<file path="src/hdl/mif_pkg.sv">
package mif_pkg;

  localparam int CHANNELS_DEF  = 8;
  localparam int MAX_ORDER_DEF = 2;

  localparam int SAMPLE_W  = 24;
  localparam int COEF_W    = 32;
  localparam int CH_W      = 3;
  localparam int CH_SPAN   = 2 ** CH_W;
  localparam int ORDER_W   = 2;
  localparam int CFG_IDX_W = 3;
  localparam int FRAC_W    = 16;
  localparam int PROD_W    = SAMPLE_W + COEF_W;
  // five products plus rounding bias, with headroom for the signed difference
  localparam int ACC_W     = PROD_W + 3;
  localparam int YF_W      = ACC_W - FRAC_W;
  localparam int ROUND_HALF = 2 ** (FRAC_W - 1);

  localparam int QUEUE_DEPTH = 2;

  localparam logic [CFG_IDX_W-1:0] REG_ORDER = 3'd0;
  localparam logic [CFG_IDX_W-1:0] REG_B0    = 3'd1;
  localparam logic [CFG_IDX_W-1:0] REG_B1    = 3'd2;
  localparam logic [CFG_IDX_W-1:0] REG_B2    = 3'd3;
  localparam logic [CFG_IDX_W-1:0] REG_A1    = 3'd4;
  localparam logic [CFG_IDX_W-1:0] REG_A2    = 3'd5;

  localparam logic signed [COEF_W-1:0] B0_RESET = 32'sh0001_0000;

  localparam logic OP_FILTER = 1'b0;
  localparam logic OP_PRESET = 1'b1;

  localparam logic signed [SAMPLE_W-1:0] Y_MAX = 24'sh7FFFFF;
  localparam logic signed [SAMPLE_W-1:0] Y_MIN = 24'sh800000;

  typedef enum logic [1:0] {
    KIND_FILTER,
    KIND_BYPASS,
    KIND_PRESET
  } kind_t;

  typedef struct packed {
    logic                       op;
    logic [CH_W-1:0]            channel;
    logic signed [SAMPLE_W-1:0] sample;
    logic signed [SAMPLE_W-1:0] output_preset;
  } in_item_t;

  typedef struct packed {
    logic [CH_W-1:0]            out_channel;
    logic signed [SAMPLE_W-1:0] filtered;
    logic                       saturated;
  } out_item_t;

  typedef struct packed {
    kind_t                      kind;
    logic [CH_W-1:0]            channel;
    logic signed [SAMPLE_W-1:0] sample;
    logic signed [SAMPLE_W-1:0] preset;
  } entry_t;

  typedef struct packed {
    logic [ORDER_W-1:0]       order;
    logic signed [COEF_W-1:0] coef_b0;
    logic signed [COEF_W-1:0] coef_b1;
    logic signed [COEF_W-1:0] coef_b2;
    logic signed [COEF_W-1:0] coef_a1;
    logic signed [COEF_W-1:0] coef_a2;
  } coef_cfg_t;

  typedef struct packed {
    logic full;
    logic empty;
  } q_status_t;

  typedef struct packed {
    logic p_vld;
    logic m_vld;
    logic a_vld;
  } bk_status_t;

endpackage

</file>
<file path="src/hdl/mif_queue.sv">
module mif_queue (
  input  logic               clk,
  input  logic               rst_n,
  input  logic               push,
  input  mif_pkg::entry_t    push_entry,
  input  logic               pop,
  output mif_pkg::entry_t    head,
  output mif_pkg::q_status_t q_st
);
  import mif_pkg::*;

  localparam int PTR_W = (QUEUE_DEPTH > 1) ? $clog2(QUEUE_DEPTH) : 1;
  localparam int CNT_W = $clog2(QUEUE_DEPTH + 1);

  entry_t           q_mem_r [QUEUE_DEPTH];
  logic [PTR_W-1:0] wr_ptr_r, wr_ptr_nxt;
  logic [PTR_W-1:0] rd_ptr_r, rd_ptr_nxt;
  logic [CNT_W-1:0] count_r,  count_nxt;

  assign q_st.full  = (count_r == CNT_W'(QUEUE_DEPTH));
  assign q_st.empty = (count_r == '0);
  assign head       = q_mem_r[rd_ptr_r];

  always_comb begin
    wr_ptr_nxt = wr_ptr_r;
    rd_ptr_nxt = rd_ptr_r;
    count_nxt  = count_r;
    if (push) begin
      wr_ptr_nxt = (wr_ptr_r == PTR_W'(QUEUE_DEPTH - 1)) ? '0 : wr_ptr_r + 1'b1;
    end
    if (pop) begin
      rd_ptr_nxt = (rd_ptr_r == PTR_W'(QUEUE_DEPTH - 1)) ? '0 : rd_ptr_r + 1'b1;
    end
    if (push && !pop) begin
      count_nxt = count_r + 1'b1;
    end else if (pop && !push) begin
      count_nxt = count_r - 1'b1;
    end
  end

  always_ff @(posedge clk) begin
    if (!rst_n) begin
      wr_ptr_r <= '0;
      rd_ptr_r <= '0;
      count_r  <= '0;
    end else begin
      wr_ptr_r <= wr_ptr_nxt;
      rd_ptr_r <= rd_ptr_nxt;
      count_r  <= count_nxt;
    end
  end

  always_ff @(posedge clk) begin
    if (push) begin
      q_mem_r[wr_ptr_r] <= push_entry;
    end
  end

endmodule

</file>
<file path="config.mk">
export PLATFORM = sky130hd
export DESIGN_NAME = mif_queue
export DESIGN_NICKNAME = d
export VERILOG_FILES = /design/src/hdl/mif_pkg.sv /design/src/hdl/mif_queue.sv
export SDC_FILE = /design/constraint.sdc
export NUM_CORES = 1
export LEC_CHECK = 0
export BUFFER_PORTS_ARGS = -buffer_cell sky130_fd_sc_hd__buf_2
export CORE_MARGIN = 3
export CORE_UTILIZATION = 35
export CTS_CLUSTER_SIZE = 25
export DETAILED_ROUTE_END_ITERATION = 6
export SYNTH_ARGS = -nofsm -noshare
export SYNTH_HDL_FRONTEND = slang
export SYNTH_SLANG_ARGS = --single-unit
</file>
<file path="constraint.sdc">
create_clock -name clk -period 3.7 [get_ports clk]
set_clock_uncertainty 0.1 [all_clocks]
set_input_delay 0.555 -clock clk [delete_from_list [all_inputs] [get_ports clk]]
set_output_delay 0.555 -clock clk [all_outputs]
set_load 0.03 [all_outputs]
</file>
==> metrics.cfg <==
[clock_tree]
cts_max_level=3
clk_pin_slew_ns=0.07
hold_buffers=0
cts_sinks=111
clock_path_buffers=2
cts_tree=yes
root_buffer=clkbuf_16
cts_resized=0
cts_setup_buffers=0
cts_buffers=9
clock_latency_ns=0.34

[finish]
drive_gt1_share_pct=60.13
stdcell_count=451
fin_nets=364
area_growth_pct=26.10
antenna-diode-count=0
fill_cells=978
final_area_um2=5120

[grt]
antenna_found_initial=0
use_met3_pct=4.032
grt_max_degree=55
grt_pass1_wl_um=10960
gr-usage-met2_pct=18.10
grt_overflow=0
gr-max-usage-layer=met2
met1_usage_pct=13.57
grt_pass1_vias=2195
grt_usage_pct=11.23

[place]
place_area_um2=4775
preCtsSetupSlack_ns=1.418
placed_cells=435
place.port_buffers=111
dpl.hpwl_um=4479
gp_congestion=0.7136

[worst_setup_path]
max_stage_delay_ns=0.76
crit_chain=buf_12, mux2_2, buf_2
path_buf_inv=2
crit_path_end_kind=output pin
arrival_ns=1.95
start_kind=flip-flop
cp_top_family=flip-flops
path_class=flip-flop to output pin
crit_fanout=28
required_ns=3.04
crit_slowest_cell=dfxtp_2

[floorplan]
coreArea_um2=11080
die_h_um=113.7
die_w_um=113.7
dieArea_um2=12930
rows=38
num_io_pins=112
initial_core_util_pct=36.65

[logic_synthesis]
ys_warn_count=0
ys_ff_latch=111
synthCells=187
yosysTopAreaCellShare_pct=78.40
synth-seq-area-share_pct=80.86
yosysTopAreaCell=edfxtp_1
syn_area_per_cell_um2=21.71
ys.flop_type=edfxtp_1
synth.distinct_cells=17
synth_most_common_cell=edfxtp_1
syn_area_um2=4060
synth_edf_count=106
synth_common_cells=106 x edfxtp_1, 53 x mux2_2, 5 x buf_6, 5 x dfxtp_1, 4 x and2_1
synth_nets=245
ys_top_cells_by_area=edfxtp_1 78%, mux2_2 15%, dfxtp_1 2.5%, buf_6 1.4%, and2_1 0.62%
ys_async_sr_fraction_pct=0

[detailed_routing]
via_per_inst=4.510
dr.pass1.iters=4
ant_nets=0
post_drt_wl_per_cell_um=15.61
drt_iter0_markers=65
route.detailed.drc=0
num_vias=2034
routed_wl_um=7038

[timing]
finalSetupViolations=0
fmax_mhz=384.1
hold_viol=0
slew_violations=0
setup_tns_ns=0
post-route-period-util_pct=70.36
rsz0062_at_grt=no
finalWorstSetupSlack_ns=1.097
period_minus_slack_ns=2.603
tightest_slew_ns=0.7565
slew_headroom_pct=49.57

[power]
power_density_nw_per_um2=572.5
vdd_drop_max_mv=0.2815
power_leakage_nw=1.920
power_mw=2.931

[run]
maxCapViolCount=0

[hold_path]
hold_class=primary input to flip-flop

[status]
status=finished clean

worst paths after layout:
check / slack (ns) / cells past startpoint / endpoint / start
worst max-delay path: 1.10 / 3 / head[13] / flip-flop
worst min-delay path: 0.30 / 1 / q_mem_r[1][15] / push_entry[15]
worst max register to register: 2.08 / 2 / q_mem_r[1][8] / wr_ptr_r
worst min register to register: 0.45 / 2 / count_r[1] / count_r[1]
cells by family (layout without fill, tap and decap cells):
| kind of cell | after synthesis | in the layout | share of synthesized area (%) |
|---|---|---|---|
| flip-flops | 111 | 111 | 80.86 |
| multiplexers | 53 | 53 | 14.70 |
| AND/OR/NAND/NOR | 9 | 9 | 1.387 |
| buffers and inverters | 7 | 131 | 1.602 |
| AO/OA/AOI/OAI | 3 | 3 | 0.4931 |
| XOR/XNOR | 3 | 3 | 0.6473 |
| adder cells (fa/ha/maj) | 1 | 1 | 0.3081 |
registers in the layout, summed over array words and instances (netlist names), named ones only:
name	cells
rd_ptr_r	1
q_mem_r	106
count_r	2
wr_ptr_r	1
cells in the final DEF (no fill, tap or decap):
cell | netlist | routed
clkinv_4 | 0 | 1
dfxtp_2 | 0 | 1
buf_2 | 1 | 111
edfxtp_1 | 106 | 106
inv_6 | 0 | 1
or3_1 | 1 | 1
nor2b_1 | 2 | 1
xnor2_1 | 1 | 1
inv_1 | 1 | 1
a21boi_1 | 1 | 1
bufinv_16 | 0 | 3
clkbuf_16 | 0 | 9
and2_2 | 0 | 1
xor2_1 | 2 | 2
o21a_1 | 1 | 1
buf_4 | 0 | 2
clkinvlp_4 | 0 | 1
nor2b_4 | 0 | 1
and2_1 | 4 | 3
nor2_1 | 1 | 1
o21ai_0 | 1 | 1
ha_1 | 1 | 1
clkinv_2 | 0 | 1
buf_12 | 0 | 1
mux2_2 | 53 | 53
and2b_2 | 1 | 1
dfxtp_1 | 5 | 4
per-stage QoR:
step / util [%] / hold WS (ns)
4_1_cts: 46.22 / 0.2907
6_report: 46.22 / 0.3026
2_1_floorplan: - / 0.3662
3_3_place_gp: 43.10 / 0.3806
3_5_place_dp: 43.10 / 0.4467
5_1_grt: 46.22 / 0.2883
cell type report:
cell class	instances	area, um^2	area share (%)
clock buffers	9	225.2	4.399
well taps	140	175.2	3.421
inverters	1	3.754	0.07331
flip-flops and latches	111	3284	64.15
clock inverters	7	120.1	2.346
repair buffers	114	590.6	11.53
multi-input cells	69	720.7	14.08
worst reg2reg max path, stage by stage (launching register included):
cell and delay [ns]:
dfxtp_1 0.39, and2_2 0.16, buf_4 0.55
layer usage:
layer	wire (um)	vias to the layer above
met2	3387	77
met3	637	10
li1	-	968
met5	0	-
met1	2895	979
met4	117	0
where the power goes:
part	total, mW	switching, mW	internal, mW
Combinational	0.370	0.231	0.139
Sequential	1.48	0.0279	1.45
Clock	1.08	0.420	0.664
Total	2.93	0.679	2.25
(Power assumes the default switching activity.)
